[src/design/srrw_pkg.sv]
// shared types and constants of the selective repeat receive window
// no dependencies
package srrw_pkg;

    localparam int CFG_DATA_W = 16;
    localparam int CFG_IDX_W  = 1;
    localparam int WSZ_W      = 6;

    localparam logic [CFG_IDX_W-1:0] REG_SEQ_MODULUS = 1'b0;
    localparam logic [CFG_IDX_W-1:0] REG_WINDOW_SIZE = 1'b1;

    localparam logic [CFG_DATA_W-1:0] SEQ_MODULUS_RST = 16'd8;
    localparam logic [WSZ_W-1:0]      WINDOW_SIZE_RST = 6'd4;

    localparam logic ACT_DATA = 1'b0;
    localparam logic ACT_END  = 1'b1;

    localparam logic [1:0] KIND_ACK  = 2'd0;
    localparam logic [1:0] KIND_REL  = 2'd1;
    localparam logic [1:0] KIND_DONE = 2'd2;

    typedef enum logic [2:0] {
        ST_IDLE,
        ST_EVAL,
        ST_REL,
        ST_SLIDE,
        ST_NORM
    } t_state;

    typedef struct packed {
        logic capture;
        logic eval;
        logic rel;
        logic slide;
        logic norm_load;
        logic norm_step;
        logic norm_commit;
    } t_ctrl_cmd;

    typedef struct packed {
        logic mod_wr;
        logic go_rel;
        logic rel_more;
        logic norm_done;
    } t_dp_status;

endpackage

[src/design/srrw_rem.sv]
// bit serial remainder unit, one quotient bit per step
// depends on nothing; loaded and stepped by the datapath
module srrw_rem #(
    parameter int W = 16
) (
    input  logic         i_clk,
    input  logic         i_load,
    input  logic         i_step,
    input  logic [W-1:0] i_dividend,
    input  logic [W-1:0] i_divisor,
    output logic [W-1:0] o_rem
);

    logic [W-1:0] r_x;
    logic [W:0]   r_rem;
    logic [W:0]   trial;

    assign trial = {r_rem[W-1:0], r_x[W-1]};

    always_ff @(posedge i_clk) begin
        if (i_load) begin
            r_x   <= i_dividend;
            r_rem <= '0;
        end else if (i_step) begin
            r_x <= {r_x[W-2:0], 1'b0};
            if (trial >= {1'b0, i_divisor}) begin
                r_rem <= trial - {1'b0, i_divisor};
            end else begin
                r_rem <= trial;
            end
        end
    end

    assign o_rem = r_rem[W-1:0];

endmodule

[src/design/srrw_ctrl.sv]
// controller state machine of the receive window
// depends on srrw_pkg; drives srrw_datapath through command and status structs
module srrw_ctrl
    import srrw_pkg::*;
(
    input  logic       i_clk,
    input  logic       i_rst_n,
    input  logic       start,
    input  t_dp_status i_status,
    output t_ctrl_cmd  o_cmd,
    output logic       busy
);

    t_state r_state;
    t_state n_state;
    logic   accept;

    assign accept = (r_state == ST_IDLE) && start;

    always_ff @(posedge i_clk) begin
        if (!i_rst_n) begin
            r_state <= ST_IDLE;
        end else begin
            r_state <= n_state;
        end
    end

    always_comb begin
        n_state = r_state;
        case (r_state)
            ST_IDLE: begin
                if (start) begin
                    n_state = ST_EVAL;
                end
            end
            ST_EVAL: begin
                n_state = i_status.go_rel ? ST_REL : ST_IDLE;
            end
            ST_REL: begin
                n_state = i_status.rel_more ? ST_REL : ST_SLIDE;
            end
            ST_SLIDE: begin
                n_state = ST_IDLE;
            end
            ST_NORM: begin
                if (i_status.norm_done) begin
                    n_state = ST_IDLE;
                end
            end
            default: begin
                n_state = ST_IDLE;
            end
        endcase
        if (i_status.mod_wr && !accept) begin
            n_state = ST_NORM;
        end
    end

    always_comb begin
        o_cmd             = '0;
        o_cmd.capture     = accept;
        o_cmd.norm_load   = i_status.mod_wr && !accept;
        case (r_state)
            ST_EVAL: begin
                o_cmd.eval = 1'b1;
            end
            ST_REL: begin
                o_cmd.rel = 1'b1;
            end
            ST_SLIDE: begin
                o_cmd.slide = 1'b1;
            end
            ST_NORM: begin
                o_cmd.norm_step   = !i_status.norm_done && !i_status.mod_wr;
                o_cmd.norm_commit = i_status.norm_done && !i_status.mod_wr;
            end
            default: begin
                o_cmd.eval = 1'b0;
            end
        endcase
        busy = (r_state != ST_IDLE);
    end

endmodule

[src/design/srrw_datapath.sv]
// datapath: config registers, window slots, sequence arithmetic, result register
// depends on srrw_pkg and srrw_rem; sequenced by srrw_ctrl
module srrw_datapath
    import srrw_pkg::*;
#(
    parameter int MAX_WINDOW = 32,
    parameter int SEQ_BITS   = 16,
    parameter int TAG_BITS   = 8
) (
    input  logic                  i_clk,
    input  logic                  i_rst_n,
    input  logic                  i_cfg_we,
    input  logic [CFG_IDX_W-1:0]  i_cfg_index,
    input  logic [CFG_DATA_W-1:0] i_cfg_data,
    input  logic                  i_action,
    input  logic [SEQ_BITS-1:0]   i_seq,
    input  logic                  i_crc_ok,
    input  logic [TAG_BITS-1:0]   i_buffer_tag,
    input  t_ctrl_cmd             i_cmd,
    output t_dp_status            o_status,
    output logic                  o_valid,
    output logic [1:0]            o_kind,
    output logic [SEQ_BITS-1:0]   o_ack_seq,
    output logic [TAG_BITS-1:0]   o_release_tag,
    output logic                  o_last
);

    localparam int WCNT_W = $clog2(MAX_WINDOW + 1);
    localparam int SLOT_W = (MAX_WINDOW > 1) ? $clog2(MAX_WINDOW) : 1;
    localparam int CMP_W  = (SEQ_BITS > WCNT_W) ? SEQ_BITS : WCNT_W;
    localparam int NCNT_W = $clog2(SEQ_BITS + 1);

    // configuration
    logic [CFG_DATA_W-1:0]          r_mod;
    logic [WSZ_W-1:0]               r_wsz;
    logic [SEQ_BITS+CFG_DATA_W-1:0] mod_x;
    logic [SEQ_BITS-1:0]            mod_s;
    logic [SEQ_BITS-1:0]            m_eff;
    logic [WCNT_W-1:0]              w_eff;

    // captured transaction
    logic                r_action;
    logic [SEQ_BITS-1:0] r_seq;
    logic                r_crc;
    logic [TAG_BITS-1:0] r_tag;

    // window state
    logic [SEQ_BITS-1:0] r_base_raw;
    logic [SEQ_BITS-1:0] r_behind_raw;
    logic [SEQ_BITS-1:0] r_base;
    logic [SEQ_BITS-1:0] r_behind;
    logic [SEQ_BITS-1:0] n_base;
    logic [SEQ_BITS-1:0] n_behind;
    logic                r_acked [MAX_WINDOW];
    logic                n_acked [MAX_WINDOW];
    logic [TAG_BITS-1:0] r_tags  [MAX_WINDOW];
    logic [TAG_BITS-1:0] n_tags  [MAX_WINDOW];
    logic [WCNT_W-1:0]   r_run;

    // normalization
    logic [NCNT_W-1:0]   r_ncnt;
    logic [SEQ_BITS-1:0] rem_base;
    logic [SEQ_BITS-1:0] rem_behind;

    // evaluation
    logic [SEQ_BITS-1:0] off;
    logic [SEQ_BITS-1:0] d_seq;
    logic [SEQ_BITS-1:0] d_base;
    logic [CMP_W-1:0]    off_x;
    logic [CMP_W-1:0]    w_x;
    logic [SLOT_W-1:0]   slot;
    logic                is_end;
    logic                seq_in;
    logic                in_win;
    logic                store;
    logic                go_rel;
    logic                behind_hit;
    logic                acked_1;
    logic                rel_more;
    logic [SEQ_BITS:0]   m_inc;
    logic [SEQ_BITS-1:0] half;
    logic [SEQ_BITS-1:0] base_inc;

    // result register
    logic                r_valid;
    logic [1:0]          r_kind;
    logic [SEQ_BITS-1:0] r_ack_seq;
    logic [TAG_BITS-1:0] r_rel_tag;
    logic                r_last;
    logic                n_valid;
    logic [1:0]          n_kind;
    logic [SEQ_BITS-1:0] n_ack_seq;
    logic [TAG_BITS-1:0] n_rel_tag;
    logic                n_last;

    assign mod_x = {{SEQ_BITS{1'b0}}, r_mod};
    assign mod_s = mod_x[SEQ_BITS-1:0];
    assign m_eff = (mod_s < SEQ_BITS'(2)) ? SEQ_BITS'(2) : mod_s;

    always_comb begin
        if (r_wsz == '0) begin
            w_eff = WCNT_W'(1);
        end else if (r_wsz > WSZ_W'(MAX_WINDOW)) begin
            w_eff = WCNT_W'(MAX_WINDOW);
        end else begin
            w_eff = WCNT_W'(r_wsz);
        end
    end

    always_ff @(posedge i_clk) begin
        if (!i_rst_n) begin
            r_mod <= SEQ_MODULUS_RST;
            r_wsz <= WINDOW_SIZE_RST;
        end else if (i_cfg_we) begin
            if (i_cfg_index == REG_SEQ_MODULUS) begin
                r_mod <= i_cfg_data;
            end
            if (i_cfg_index == REG_WINDOW_SIZE) begin
                r_wsz <= i_cfg_data[WSZ_W-1:0];
            end
        end
    end

    always_ff @(posedge i_clk) begin
        if (i_cmd.capture) begin
            r_action <= i_action;
            r_seq    <= i_seq;
            r_crc    <= i_crc_ok;
            r_tag    <= i_buffer_tag;
        end
    end

    // circular differences
    assign off    = r_seq - r_base + ((r_seq < r_base) ? m_eff : '0);
    assign d_seq  = r_seq - r_behind + ((r_seq < r_behind) ? m_eff : '0);
    assign d_base = r_base - r_behind + ((r_base < r_behind) ? m_eff : '0);
    assign off_x  = CMP_W'(off);
    assign w_x    = CMP_W'(w_eff);
    assign slot   = off_x[SLOT_W-1:0];

    assign is_end     = (r_action == ACT_END);
    assign seq_in     = (r_seq < m_eff);
    assign in_win     = (off_x < w_x);
    assign store      = !is_end && seq_in && in_win && r_crc;
    assign go_rel     = store && (off == '0);
    assign behind_hit = !is_end && seq_in && !in_win && (d_seq < d_base);

    generate
        if (MAX_WINDOW > 1) begin : g_ack1
            assign acked_1 = r_acked[1];
        end else begin : g_ack1_none
            assign acked_1 = 1'b0;
        end
    endgenerate

    assign rel_more = (({1'b0, r_run} + 1'b1) < {1'b0, w_eff}) && acked_1;

    assign base_inc = r_base + 1'b1;
    assign m_inc    = {1'b0, m_eff} + 1'b1;
    assign half     = SEQ_BITS'(m_inc >> 1) - 1'b1;

    always_comb begin
        n_base   = r_base;
        n_behind = r_behind;
        if (i_cmd.rel) begin
            n_base = (base_inc == m_eff) ? '0 : base_inc;
        end
        if (i_cmd.slide) begin
            n_behind = r_base - half + ((r_base < half) ? m_eff : '0);
        end
        if (i_cmd.norm_commit) begin
            n_base   = rem_base;
            n_behind = rem_behind;
        end
    end

    always_ff @(posedge i_clk) begin
        if (!i_rst_n) begin
            r_base_raw   <= '0;
            r_behind_raw <= '0;
            r_base       <= '0;
            r_behind     <= '0;
            r_run        <= '0;
            r_ncnt       <= '0;
        end else begin
            r_base   <= n_base;
            r_behind <= n_behind;
            if (i_cmd.slide) begin
                r_base_raw   <= r_base;
                r_behind_raw <= n_behind;
            end
            if (i_cmd.rel) begin
                r_run <= r_run + 1'b1;
            end else if (i_cmd.slide) begin
                r_run <= '0;
            end
            if (i_cmd.norm_load) begin
                r_ncnt <= '0;
            end else if (i_cmd.norm_step) begin
                r_ncnt <= r_ncnt + 1'b1;
            end
        end
    end

    srrw_rem #(
        .W (SEQ_BITS)
    ) u_rem_base (
        .i_clk      (i_clk),
        .i_load     (i_cmd.norm_load),
        .i_step     (i_cmd.norm_step),
        .i_dividend (r_base_raw),
        .i_divisor  (m_eff),
        .o_rem      (rem_base)
    );

    srrw_rem #(
        .W (SEQ_BITS)
    ) u_rem_behind (
        .i_clk      (i_clk),
        .i_load     (i_cmd.norm_load),
        .i_step     (i_cmd.norm_step),
        .i_dividend (r_behind_raw),
        .i_divisor  (m_eff),
        .o_rem      (rem_behind)
    );

    // slot store, write at the frame offset or shift down by one on release
    genvar gi;
    generate
        for (gi = 0; gi < MAX_WINDOW; gi++) begin : g_slot
            if (gi < MAX_WINDOW - 1) begin : g_mid
                always_comb begin
                    n_acked[gi] = r_acked[gi];
                    n_tags[gi]  = r_tags[gi];
                    if (i_cmd.eval && store && (slot == SLOT_W'(gi))) begin
                        n_acked[gi] = 1'b1;
                        n_tags[gi]  = r_tag;
                    end else if (i_cmd.rel) begin
                        if ({1'b0, w_eff} > (WCNT_W+1)'(gi + 1)) begin
                            n_acked[gi] = r_acked[gi+1];
                            n_tags[gi]  = r_tags[gi+1];
                        end else if ({1'b0, w_eff} == (WCNT_W+1)'(gi + 1)) begin
                            n_acked[gi] = 1'b0;
                        end
                    end
                end
            end else begin : g_end
                always_comb begin
                    n_acked[gi] = r_acked[gi];
                    n_tags[gi]  = r_tags[gi];
                    if (i_cmd.eval && store && (slot == SLOT_W'(gi))) begin
                        n_acked[gi] = 1'b1;
                        n_tags[gi]  = r_tag;
                    end else if (i_cmd.rel) begin
                        if ({1'b0, w_eff} == (WCNT_W+1)'(gi + 1)) begin
                            n_acked[gi] = 1'b0;
                        end
                    end
                end
            end
        end
    endgenerate

    always_ff @(posedge i_clk) begin
        if (!i_rst_n) begin
            for (int i = 0; i < MAX_WINDOW; i++) begin
                r_acked[i] <= 1'b0;
            end
        end else begin
            for (int i = 0; i < MAX_WINDOW; i++) begin
                r_acked[i] <= n_acked[i];
            end
        end
    end

    always_ff @(posedge i_clk) begin
        for (int i = 0; i < MAX_WINDOW; i++) begin
            r_tags[i] <= n_tags[i];
        end
    end

    always_comb begin
        n_valid   = 1'b0;
        n_kind    = KIND_ACK;
        n_ack_seq = '0;
        n_rel_tag = '0;
        n_last    = 1'b0;
        if (i_cmd.eval) begin
            if (is_end) begin
                n_valid = 1'b1;
                n_kind  = KIND_DONE;
                n_last  = 1'b1;
            end else if (store) begin
                n_valid   = 1'b1;
                n_ack_seq = r_seq;
                n_last    = !go_rel;
            end else if (behind_hit) begin
                n_valid   = 1'b1;
                n_ack_seq = r_seq;
                n_last    = 1'b1;
            end
        end
        if (i_cmd.rel) begin
            n_valid   = 1'b1;
            n_kind    = KIND_REL;
            n_rel_tag = r_tags[0];
            n_last    = !rel_more;
        end
    end

    always_ff @(posedge i_clk) begin
        if (!i_rst_n) begin
            r_valid <= 1'b0;
        end else begin
            r_valid <= n_valid;
        end
    end

    always_ff @(posedge i_clk) begin
        r_kind    <= n_kind;
        r_ack_seq <= n_ack_seq;
        r_rel_tag <= n_rel_tag;
        r_last    <= n_last;
    end

    assign o_status.mod_wr    = i_cfg_we && (i_cfg_index == REG_SEQ_MODULUS);
    assign o_status.go_rel    = go_rel;
    assign o_status.rel_more  = rel_more;
    assign o_status.norm_done = (r_ncnt == NCNT_W'(SEQ_BITS));

    assign o_valid       = r_valid;
    assign o_kind        = r_kind;
    assign o_ack_seq     = r_ack_seq;
    assign o_release_tag = r_rel_tag;
    assign o_last        = r_last;

endmodule

[src/design/selective_repeat_receive_window.sv]
// top level of the selective repeat receive window
// depends on srrw_pkg, srrw_ctrl, srrw_datapath and srrw_rem
//
//  channel   | handshake              | payload
//  ----------+------------------------+---------------------------------------------
//  frame in  | start, busy            | i_action, i_seq, i_crc_ok, i_buffer_tag
//  result    | o_valid (one cycle)    | o_kind, o_ack_seq, o_release_tag, o_last
//  config    | i_cfg_we               | i_cfg_index, i_cfg_data
//
// a frame or end transaction is captured in idle and checked in the eval state; a frame
// that fills the window base then goes through the release state, one in-order release
// per cycle, and then the slide state; a write of seq_modulus re-reduces base and behind
// limit with two bit serial remainder units, and busy stays high until they are done
// reset is synchronous, active low, and clears the acked flags and window state
// results leave as one-cycle strobes; the receiver cannot stall them
module selective_repeat_receive_window
    import srrw_pkg::*;
#(
    parameter int MAX_WINDOW = 32,
    parameter int SEQ_BITS   = 16,
    parameter int TAG_BITS   = 8
) (
    input  logic                  i_clk,
    input  logic                  i_rst_n,
    input  logic                  i_cfg_we,
    input  logic [CFG_IDX_W-1:0]  i_cfg_index,
    input  logic [CFG_DATA_W-1:0] i_cfg_data,
    input  logic                  start,
    output logic                  busy,
    input  logic                  i_action,
    input  logic [SEQ_BITS-1:0]   i_seq,
    input  logic                  i_crc_ok,
    input  logic [TAG_BITS-1:0]   i_buffer_tag,
    output logic                  o_valid,
    output logic [1:0]            o_kind,
    output logic [SEQ_BITS-1:0]   o_ack_seq,
    output logic [TAG_BITS-1:0]   o_release_tag,
    output logic                  o_last
);

    t_ctrl_cmd  cmd;
    t_dp_status status;

    srrw_ctrl u_ctrl (
        .i_clk    (i_clk),
        .i_rst_n  (i_rst_n),
        .start    (start),
        .i_status (status),
        .o_cmd    (cmd),
        .busy     (busy)
    );

    srrw_datapath #(
        .MAX_WINDOW (MAX_WINDOW),
        .SEQ_BITS   (SEQ_BITS),
        .TAG_BITS   (TAG_BITS)
    ) u_datapath (
        .i_clk         (i_clk),
        .i_rst_n       (i_rst_n),
        .i_cfg_we      (i_cfg_we),
        .i_cfg_index   (i_cfg_index),
        .i_cfg_data    (i_cfg_data),
        .i_action      (i_action),
        .i_seq         (i_seq),
        .i_crc_ok      (i_crc_ok),
        .i_buffer_tag  (i_buffer_tag),
        .i_cmd         (cmd),
        .o_status      (status),
        .o_valid       (o_valid),
        .o_kind        (o_kind),
        .o_ack_seq     (o_ack_seq),
        .o_release_tag (o_release_tag),
        .o_last        (o_last)
    );

endmodule
[config.mk]
export PLATFORM = sky130hd
export DESIGN_NAME = selective_repeat_receive_window
export DESIGN_NICKNAME = d
export VERILOG_FILES = /design/src/design/srrw_pkg.sv /design/src/design/srrw_rem.sv /design/src/design/srrw_ctrl.sv /design/src/design/srrw_datapath.sv /design/src/design/selective_repeat_receive_window.sv
export SDC_FILE = /design/constraint.sdc
export NUM_CORES = 1
export LEC_CHECK = 0
export BUFFER_PORTS_ARGS = -buffer_cell sky130_fd_sc_hd__clkbuf_2
export CORE_AREA = 2 2 266 268
export CTS_CLUSTER_DIAMETER = 100
export DETAILED_ROUTE_END_ITERATION = 12
export DIE_AREA = 0 0 268 270
export HOLD_SLACK_MARGIN = 0.03
export PLACE_DENSITY = 0.71
export SETUP_SLACK_MARGIN = 0.02
export SLEW_MARGIN = 5
export SYNTH_ARGS = -nofsm -noshare
export SYNTH_HDL_FRONTEND = slang
export SYNTH_SLANG_ARGS = --single-unit
[constraint.sdc]
create_clock -name i_clk -period 16.49 [get_ports i_clk]
set_input_delay 3.298 -clock i_clk [delete_from_list [all_inputs] [get_ports i_clk]]
set_output_delay 3.298 -clock i_clk [all_outputs]
set_load 0.02 [all_outputs]
Word level (Yosys, flattened, before mapping)
Memories as Yosys holds them, arrays and structs flattened.
Cells that the tools add are included.
W data, S select, Z words.
Word-level totals
  logic and storage cells: 561
  memories: 2
  flip-flop bits (word level): 218
  bits in writable memories: 288
  input port bits: 47
Operators by class
  order comparisons: 43
  equality and inequality tests: 75
  mux-type cells: 298
  bitwise operators: 35
  $add $sub $neg: 16
  reduce and logical (&&, ||, !) cells: 68
Memory list
  u_datapath.r_tags: words 32, width 8, rd ports 32, clocked after Yosys merged registers in 0, write ports 32, RTL line srrw_datapath.sv:56  | logic [TAG_BITS-1:0] r_tags [MAX_WINDOW];
  u_datapath.r_acked: words 32, width 1, rd ports 31, clocked after Yosys merged registers in 0, write ports 32, RTL line srrw_datapath.sv:54  | logic r_acked [MAX_WINDOW];
Operators by type and width (count)
  $mux W8: 94
  $mux W16: 18
  $mux W1: 175
  $eq A6 B5 Y1 const B: 16
  $gt A6 B5 Y1 const B: 16
  $lt A16 B16 Y1: 6
  $sub A16 B16 Y16: 6
  $eq A5 B5 Y1 const B: 17
  $add A16 B16 Y16: 4
  $eq A6 B4 Y1 const B: 8
  $gt A6 B4 Y1 const B: 8
  $logic_and A1 B1 Y1: 45
  $eq A5 B4 Y1 const B: 8
  $ge A17 B16 Y1: 2
  $or A1 B1 Y1: 32
  $eq A6 B3 Y1 const B: 4
  $gt A6 B3 Y1 const B: 4
  $mux W6: 4
  $eq A5 B3 Y1 const B: 4
  $add A16 B1 Y17 const B: 1
  $add A16 B1 Y16 const B: 1
  $eq A16 B16 Y1: 1
  $logic_not A16 Y1: 1
  $lt A16 B2 Y1 const B: 1
  other kinds (35): 59

Longest topological paths before layout
Gate-level depths: netlist of run 1.
  depth after elaboration: 13
  mapped depth: 43
  mapped depth without buffers: 39

Hierarchy
A second synthesis of run 1 with hierarchy kept.
Unflattened totals
  cells, all modules: 3020
  area, all modules: 31635.3 µm²
By module, submodules not included
  srrw_datapath: cells each 2497, sequential area each 11591.1 µm², area an instance 26736.9 µm², instances 1
  srrw_rem (u_datapath.u_rem_behind): cells each 258, sequential area each 800.8 µm², area an instance 2347.3 µm², instances 1
  srrw_rem (u_datapath.u_rem_base): cells each 236, sequential area each 800.8 µm², area an instance 2289.7 µm², instances 1
  srrw_ctrl: cells each 29, sequential area each 60.1 µm², area an instance 261.5 µm², instances 1

Worst setup path before layout of run 1
No wires, ideal clock.
  kind: reg-to-reg
  start point: reg u_datapath.r_mod[5], in the netlist u_datapath.mod_s[5]
  end point: reg u_datapath.r_behind[15]
  clock period less this slack: 7.557 ns
  path buffers: 3
  setup time: 0.063 ns
  stages on the path, launching flop included: 39
  path slack: 8.933 ns
  data required time: 16.427 ns
  data arrival time: 7.494 ns
  path through: dfxtp_1 clkbuf_1 nor4_1 nand2_1 nor2_1 or2_2 clkbuf_1 ha_1 and2_1 buf_2 or3_1 o21ai_0 a31oi_1 a21oi_1 nand2_1 xnor2_1 ha_1 or3_1 (+3 left out) a2111o_1 a21oi_4 and2_1 fa_1 ha_1 a21o_1 a21o_1 a21oi_1 o21bai_1 a21oi_1 o22ai_1 o21ai_0 nand2b_1 a21oi_1 o21ai_0 a311oi_1 o21ai_0 nand3_1
Between the ends
  cells in the longest elaborated chain, start to end: 9
RTL lines
  start, declared: RTL line srrw_datapath.sv:34  | logic [CFG_DATA_W-1:0] r_mod;
  start signal, assigned: RTL line srrw_datapath.sv:116  | r_mod <= i_cfg_data;
  $lt A16 B2 Y1: RTL line srrw_datapath.sv:98  | assign m_eff = (mod_s < SEQ_BITS'(2)) ? SEQ_BITS'(2) : mod_s;
  $mux W16 (*): RTL line srrw_datapath.sv:98
  $add A16 B1 Y17: RTL line srrw_datapath.sv:159  | assign m_inc = {1'b0, m_eff} + 1'b1;
  $sub A16 B1 Y16: RTL line srrw_datapath.sv:160  | assign half = SEQ_BITS'(m_inc >> 1) - 1'b1;
  $lt A16 B16 Y1: RTL line srrw_datapath.sv:169  | n_behind = r_base - half + ((r_base < half) ? m_eff : '0);
  $mux W16: RTL line srrw_datapath.sv:169
  $add A16 B16 Y16 (*): RTL line srrw_datapath.sv:169
  $mux W16 (*): RTL line srrw_datapath.sv:168  | if (i_cmd.slide) begin
  $mux W16 (*): RTL line srrw_datapath.sv:171  | if (i_cmd.norm_commit) begin
  end signal, assigned: RTL line srrw_datapath.sv:187  | r_behind <= n_behind;
  end, declared: RTL line srrw_datapath.sv:51  | logic [SEQ_BITS-1:0] r_behind;
Every way passes the cells marked *; elsewhere a longest branch is shown, timed or not.
A chain may end at the register's enable or synchronous reset.

Worst setup path in the final report of run 1
  start point: reg u_datapath.r_mod[13], in the netlist u_datapath.mod_s[13]
  end point: reg u_datapath.r_behind[15]
The elaborated chain is that of the path after synthesis.

==> impl_results.md, run 1 <==
- Final total power: 3.46 mW
- Power Density: 103 nW/um^2
- Share of cells above drive strength 1: 0.160
- Worst hold path type: register to register
- Routed vias/inst: 5.54
- RSZ-0062 raised after global routing: no
- Final Max Tran Viols: 0
- FF-to-FF End: u_datapath.r_behind[15]$_SDFF_PN0_
- Nets@finish: 3333
- Average wire per standard cell: 19.3 um
- Worst r2r src: u_datapath.mod_s[13]$_SDFFE_PN0P_
- H-tree lvl count: 2
- Slew HR: 0.201
- Site Rows: 97
- Post-CTS Resized: 0
- Met3 WL post-DR: 6270 um
- Final worst path period need: 8970 ps
- Number of synthesized flops with an enable pin: 314
- CP max-delay cell: dfxtp_1
- Data arrival, critical path: 9520 ps
- Main combinational cell family by area after synthesis: simple AND/OR/NAND/NOR gates
- Post-DP HPWL: 56900 um
- Worst EP required: 17030 ps
- Period Utilization, post-route: 0.544
- Crit path max fanout: 19
- Area growth syn-to-layout: 8.79%
- CTS Buf Count: 51
- Post-Syn Area: 30900 um^2
- Synth Area in Simple Gates: 0.134
- Post-synthesis adder-cell area fraction: 0.121
- Worst setup path end: u_datapath.r_behind[15]$_SDFF_PN0_
- Mapped Nets: 3328
- Top FF cell, synth: edfxtp_1
- Clk Latency, worst-skew pair: 620 ps
- Largest net degree at the start of global routing: 56
- 1st-pass router iterations: 6
- Reg2Reg Setup Slack: 7520 ps
- DR vias: 22200
- Final Hold Fails: 0
- Final TNS setup: 0 ps
- Cell repeated most along the worst path: o21ai_0
- Worst IR drop on VDD: 0.0830 mV
- Sequential share of the synthesized area: 0.429
- Placed cells: 3911
- CTS tree: yes
- Die X: 268 um
- Die height: 270 um
- DR iter-0 viols: 2112
- Met2 wire length: 33600 um
- F_max: 0.111 GHz
- R2r worst-path depth: 35
- Worst Min Path Start: u_datapath.r_base_raw[14]$_SDFFE_PN0P_
- Post-synth ARST share: 0
- GRT overflow: 0
- Clk sink count: 505
- Cts hold-fix bufs: 0
- Core Box Area: 69500 um^2
- Compound-Gate Fraction of Synth Area: 0.121
- Syn_area_per_cell: 10.2 um^2
- CP max stage delay: 810 ps
- Highest metal used: met5
- I/O Pins: 76
- Finished Layout Cells: 4006
- CTS Buffer Depth: 3
- # DRC: 0
- Max cap viols: 0
- Yosys warns: 0
- Crit path launch type: register
- Worst Skew: 23.7 ps
- Hold Slack: 458 ps
- Critical Path Sink Type: register
- DRT antenna net count: 0
- Gr usage total: 0.213
- Critical Path Source: u_datapath.mod_s[13]$_SDFFE_PN0P_
- Setup bufs post-CTS: 0
- Initial antenna violation count: 4
- DIE AREA: 72400 um^2
- Vias in the first global route: 21600
- Synth Register Bits: 505
- Mux contribution to synthesized area: 0.102
- Yosys cell types: 95
- Worst-Margin Slew: 1200 ps
- Metal-1 WL: 35300 um
- Clock root buffer: clkbuf_16
- Xor and xnor area share after synthesis: 0.0385
- Placer Congestion: 0.949
- DRT Wirelength: 77100 um
- Post-Synthesis Cells: 3019
- Leakage: 13.3 nW
- Fin util: 0.483
- Initial core utilization: 0.444
- First-pass GRT wire length: 122000 um
- # setup viols final: 0
- Outcome: completed
- CTS clk-pin slew, worst paths: 60 ps
- Critical Setup Path Class: register to register
- Input/output buffers: 75
- Ant diodes: 0
cell usage in the layout, fill, tap and decap left out, types with 26 or more instances in the layout:
cell type / n
xor2_1: 28
nand3_1: 80
nor2b_1: 31
mux2_2: 192
xnor2_1: 105
nand4_1: 26
buf_4: 26
clkbuf_16: 52
nand2b_1: 41
nor2_1: 107
nand2_1: 366
edfxtp_1: 314
o21ai_0: 151
clkbuf_2: 75
mux2_4: 56
o21a_1: 36
and3_1: 58
ha_1: 202
dfxtp_1: 191
nor3_1: 30
inv_1: 253
fa_1: 60
a21oi_1: 209
a21o_1: 38
worst min-delay path by stage:
stage / endpoint / slack [ps] / depth (start not counted)
after CTS: u_datapath.r_base_raw[11]$_SDFFE_PN0P_ / 460 / 2
after detailed placement: u_datapath.r_base_raw[11]$_SDFFE_PN0P_ / 450 / 2
after global routing: u_datapath.r_behind_raw[4]$_SDFFE_PN0P_ / 470 / 2
after floorplan: u_datapath.r_base_raw[0]$_SDFFE_PN0P_ / 430 / 2
after global placement: u_datapath.r_base_raw[0]$_SDFFE_PN0P_ / 440 / 2
final: u_datapath.r_base_raw[14]$_SDFFE_PN0P_ / 460 / 2
through the flow:
step / setup slack [ps] / instance area [um^2]
after CTS: 7650 / 33600
final: 7520 / 33600
after detailed placement: 7690 / 32000
after global placement: 7750 / 32000
after global routing: 6730 / 33600
after floorplan: 8930 / 30900
synth_stat cells (59+ instances only):
| cell | instances | share of area |
|---|---|---|
| nand3_1 | 80 | 0.013 |
| inv_1 | 253 | 0.031 |
| and3_1 | 59 | 0.012 |
| clkbuf_1 | 94 | 0.011 |
| dfxtp_1 | 191 | 0.12 |
| fa_1 | 60 | 0.039 |
| xnor2_1 | 105 | 0.030 |
| nor2_1 | 109 | 0.013 |
| a21oi_1 | 209 | 0.034 |
| ha_1 | 202 | 0.082 |
| nand2_1 | 366 | 0.044 |
| o21ai_0 | 151 | 0.024 |
| edfxtp_1 | 314 | 0.31 |
| mux2_2 | 192 | 0.070 |
worst max-delay path: cells and delay by family, from the launching register on:
family,cells,cell delay [ps]
DFF,1,810
xor gates and xnor gates,1,190
and+or+nand+nor,11,2260
adders and majority gates,5,1630
AOI/OAI and AO/OA,18,4010
registers in the layout (all words and copies together), names as in the netlist, 2 cells and up:
register / flops
u_datapath.r_tags: 256
u_datapath.r_acked: 31
u_datapath.mod_s: 16
u_datapath.o_ack_seq: 16
u_datapath.r_base: 16
u_datapath.r_base_raw: 16
u_datapath.r_behind: 16
u_datapath.r_behind_raw: 16
u_datapath.r_seq: 16
u_datapath.u_rem_base.r_rem: 16
u_datapath.u_rem_base.r_x: 16
u_datapath.u_rem_behind.r_rem: 16
u_datapath.u_rem_behind.r_x: 16
u_datapath.o_release_tag: 8
u_datapath.r_tag: 8
u_datapath.r_run: 6
u_datapath.r_wsz: 6
u_datapath.r_ncnt: 5
u_ctrl.r_state: 3
u_datapath.o_kind: 2
metal layers:
layer	global-route usage	up-vias
met5	0	-
met1	0.308	10700
li1	-	10700
met4	0.0587	8
met3	0.0452	119
met2	0.321	673
layout make-up:
cell class              instances  area (um^2)
fillers                      6293        35900
multi-input cells            2110        16000
flip-flops and latches        505        13300
inverters                     255          957
well taps                     940         1180
repair buffers                101          571
clock buffers                  69         1390
clock inverters                26          278
cells by family (layout without fill, tap and decap cells):
group / Yosys count / in the layout
AOI/OAI and AO/OA: 608 / 608
xor gates and xnor gates: 134 / 134
adders and majority gates: 263 / 263
buffers and inverters: 404 / 451
DFF: 505 / 505
muxes: 264 / 264
and+or+nand+nor: 841 / 841
where the power goes:
| part | internal (mW) | switching [mW] |
|---|---|---|
| sequential | 1.38 | 0.0707 |
| clock | 0.669 | 0.503 |
| combinational | 0.346 | 0.500 |
| total | 2.39 | 1.07 |
(Power assumes the default switching activity.)
==> run 2: changes to the inputs <==
Settings changed: PLACE_DENSITY 0.71 to 0.73.
Clock period 16.49 ns to 7.5 ns, I/O delays scaled along.
==> impl_results.md, run 2 (same netlist as run 1, synthesis figures left out) <==
- Clk Latency, worst-skew pair: 630 ps
- Worst EP required: 8000 ps
- Slew HR: 0.176
- Worst hold path type: register to register
- DIE AREA: 72400 um^2
- Largest register FFs: 256
- Cts hold-fix bufs: 0
- Core Box Area: 69500 um^2
- Final Max Tran Viols: 0
- Crit path launch type: register
- Worst Skew: 32.7 ps
- Final Hold Fails: 0
- Post-DP HPWL: 59700 um
- F_max: 0.139 GHz
- Largest net degree at the start of global routing: 74
- Initial antenna violation count: 7
- DRT antenna net count: 0
- Final TNS setup: 0 ps
- R2r worst-path depth: 37
- Die X: 268 um
- Max cap viols: 0
- Hold Slack: 456 ps
- CTS Buffer Depth: 3
- Critical Path Source: u_datapath.mod_s[14]$_SDFFE_PN0P_
- CP max-delay cell: fa_1
- Cell repeated most along the worst path: a21oi_2
- Largest registers: u_datapath.r_tags (256), u_datapath.r_acked (31)
- CP max stage delay: 440 ps
- CTS tree: yes
- P_sw: 2.42 mW
- I/O Pins: 76
- Seq pwr share: 0.414
- # setup viols final: 0
- H-tree lvl count: 2
- # DRC: 0
- Input/output buffers: 75
- Placed instance area: 32900 um^2
- Gr usage total: 0.220
- Placer Congestion: 0.956
- Share of cells above drive strength 1: 0.210
- Reg2Reg Setup Slack: 290 ps
- Pint: 5.18 mW
- CTS Buf Count: 51
- Leakage: 14.0 nW
- Routed vias/inst: 5.54
- First-pass GRT wire length: 125000 um
- DRT Wirelength: 80500 um
- Clk sink count: 505
- Clock power frac: 0.325
- Outcome: completed
- CTS clk-pin slew, worst paths: 70 ps
- DR iter-0 viols: 2056
- Worst setup path end: u_datapath.r_behind_raw[15]$_SDFFE_PN0P_
- Nets@finish: 3459
- Average wire per standard cell: 19.5 um
- FF-to-FF End: u_datapath.r_behind_raw[15]$_SDFFE_PN0P_
- DR vias: 22900
- Design Area, Final: 34800 um^2
- Worst-Margin Slew: 1240 ps
- Period Utilization, post-route: 0.962
- Site Rows: 97
- Crit path max fanout: 7
- Final worst path period need: 7210 ps
- Worst r2r src: u_datapath.mod_s[14]$_SDFFE_PN0P_
- Comb pwr share: 0.261
- Worst IR drop on VDD: 0.157 mV
- Initial core utilization: 0.444
- Commonest non-fill, non-tap cell in the layout: nand2_1
- Data arrival, critical path: 7710 ps
- Critical Path Sink Type: register
- Power Density: 219 nW/um^2
- Sw frac: 0.318
- GRT overflow: 0
- Commonest non-fill, non-tap cells in the layout: nand2_1, edfxtp_1, inv_1
- Vias in the first global route: 22300
- Critical Setup Path Class: register to register
- Area growth syn-to-layout: 12.5%
- Clock root buffer: clkbuf_16
- Largest Register: u_datapath.r_tags
- 1st-pass router iterations: 5
- Die height: 270 um
## run 2: cell count changes in the layout (fill, tap and decap cells not counted), sizes merged
| cell | delta |
|---|---|
| buf | +126 |
| clkinv | +8 |
| clkbuf | -5 |
| bufinv | -4 |
| clkinvlp | +3 |
| diode | +2 |
| inv | -1 |
## run 2: how the worst min path moves through the flow
stage                                                  from                                 endpoint  depth (start not counted)
floorplan             u_datapath.r_base_raw[0]$_SDFFE_PN0P_    u_datapath.r_base_raw[0]$_SDFFE_PN0P_                          2
global placement     u_datapath.r_base_raw[13]$_SDFFE_PN0P_   u_datapath.r_base_raw[13]$_SDFFE_PN0P_                          2
detailed placement  u_datapath.r_behind_raw[3]$_SDFFE_PN0P_  u_datapath.r_behind_raw[3]$_SDFFE_PN0P_                          2
CTS                 u_datapath.r_behind_raw[3]$_SDFFE_PN0P_  u_datapath.r_behind_raw[3]$_SDFFE_PN0P_                          2
global route        u_datapath.r_behind_raw[6]$_SDFFE_PN0P_  u_datapath.r_behind_raw[6]$_SDFFE_PN0P_                          2
finish                u_datapath.r_base_raw[6]$_SDFFE_PN0P_    u_datapath.r_base_raw[6]$_SDFFE_PN0P_                          2
## run 2: worst max-delay path: cells and delay by family, from the launching register on
kind                       cells  cell delay [ps]
AOI/OAI and AO/OA             19             3140
xor gates and xnor gates       1              220
adders and majority gates      5             1530
buffers and inverters          1              140
DFF                            1              340
and+or+nand+nor               11             1710
## run 2: stage by stage
stage | cells | setup WS [ps] | total power [mW] | util
4_1_cts | 4127 | 33.3 | 7.61 | 0.496
2_1_floorplan | 3019 | 27.6 | 4.63 | -
3_5_place_dp | 4031 | -167 | 5.12 | 0.473
6_report | 4135 | 288 | 7.61 | 0.500
3_3_place_gp | 4031 | -53.9 | 5.09 | 0.473
5_1_grt | 4133 | -14.3 | 8.00 | 0.500
## run 2: metal layers
metal  wire length (um)  track usage  part of all wire
met4               1860       0.0557             0.023
met5                 66            0           0.00082
met3               6510       0.0475             0.081
met1              36700        0.311              0.46
met2              35400        0.341              0.44
## run 2: repair_timing
action	4_1_cts	5_1_grt
pin swaps	1	26
gates resized for setup	7	56
setup buffers	0	6
endpoints found under the setup margin	7	437
## run 2: cell type report
| cell class | instances | area [um^2] |
|---|---|---|
| antenna | 2 | 5.00 |
| clock buffer | 64 | 1370 |
| clock inverter | 32 | 234 |
| fill | 6223 | 34800 |
| inverter | 255 | 957 |
| multi-input combinational | 2110 | 16200 |
| sequential | 505 | 13300 |
| tap | 940 | 1180 |
| timing repair buffer | 227 | 1570 |
## run 2: power groups by stage
stage          registers, mW  clock network [mW]  logic (mW)
6_report                3.15                2.47        1.98
5_1_grt                 3.16                2.61        2.22
4_1_cts                 3.14                2.53        1.93
3_5_place_dp            3.20                   0        1.91
3_3_place_gp            3.20                   0        1.89
2_1_floorplan           3.15                   0        1.48
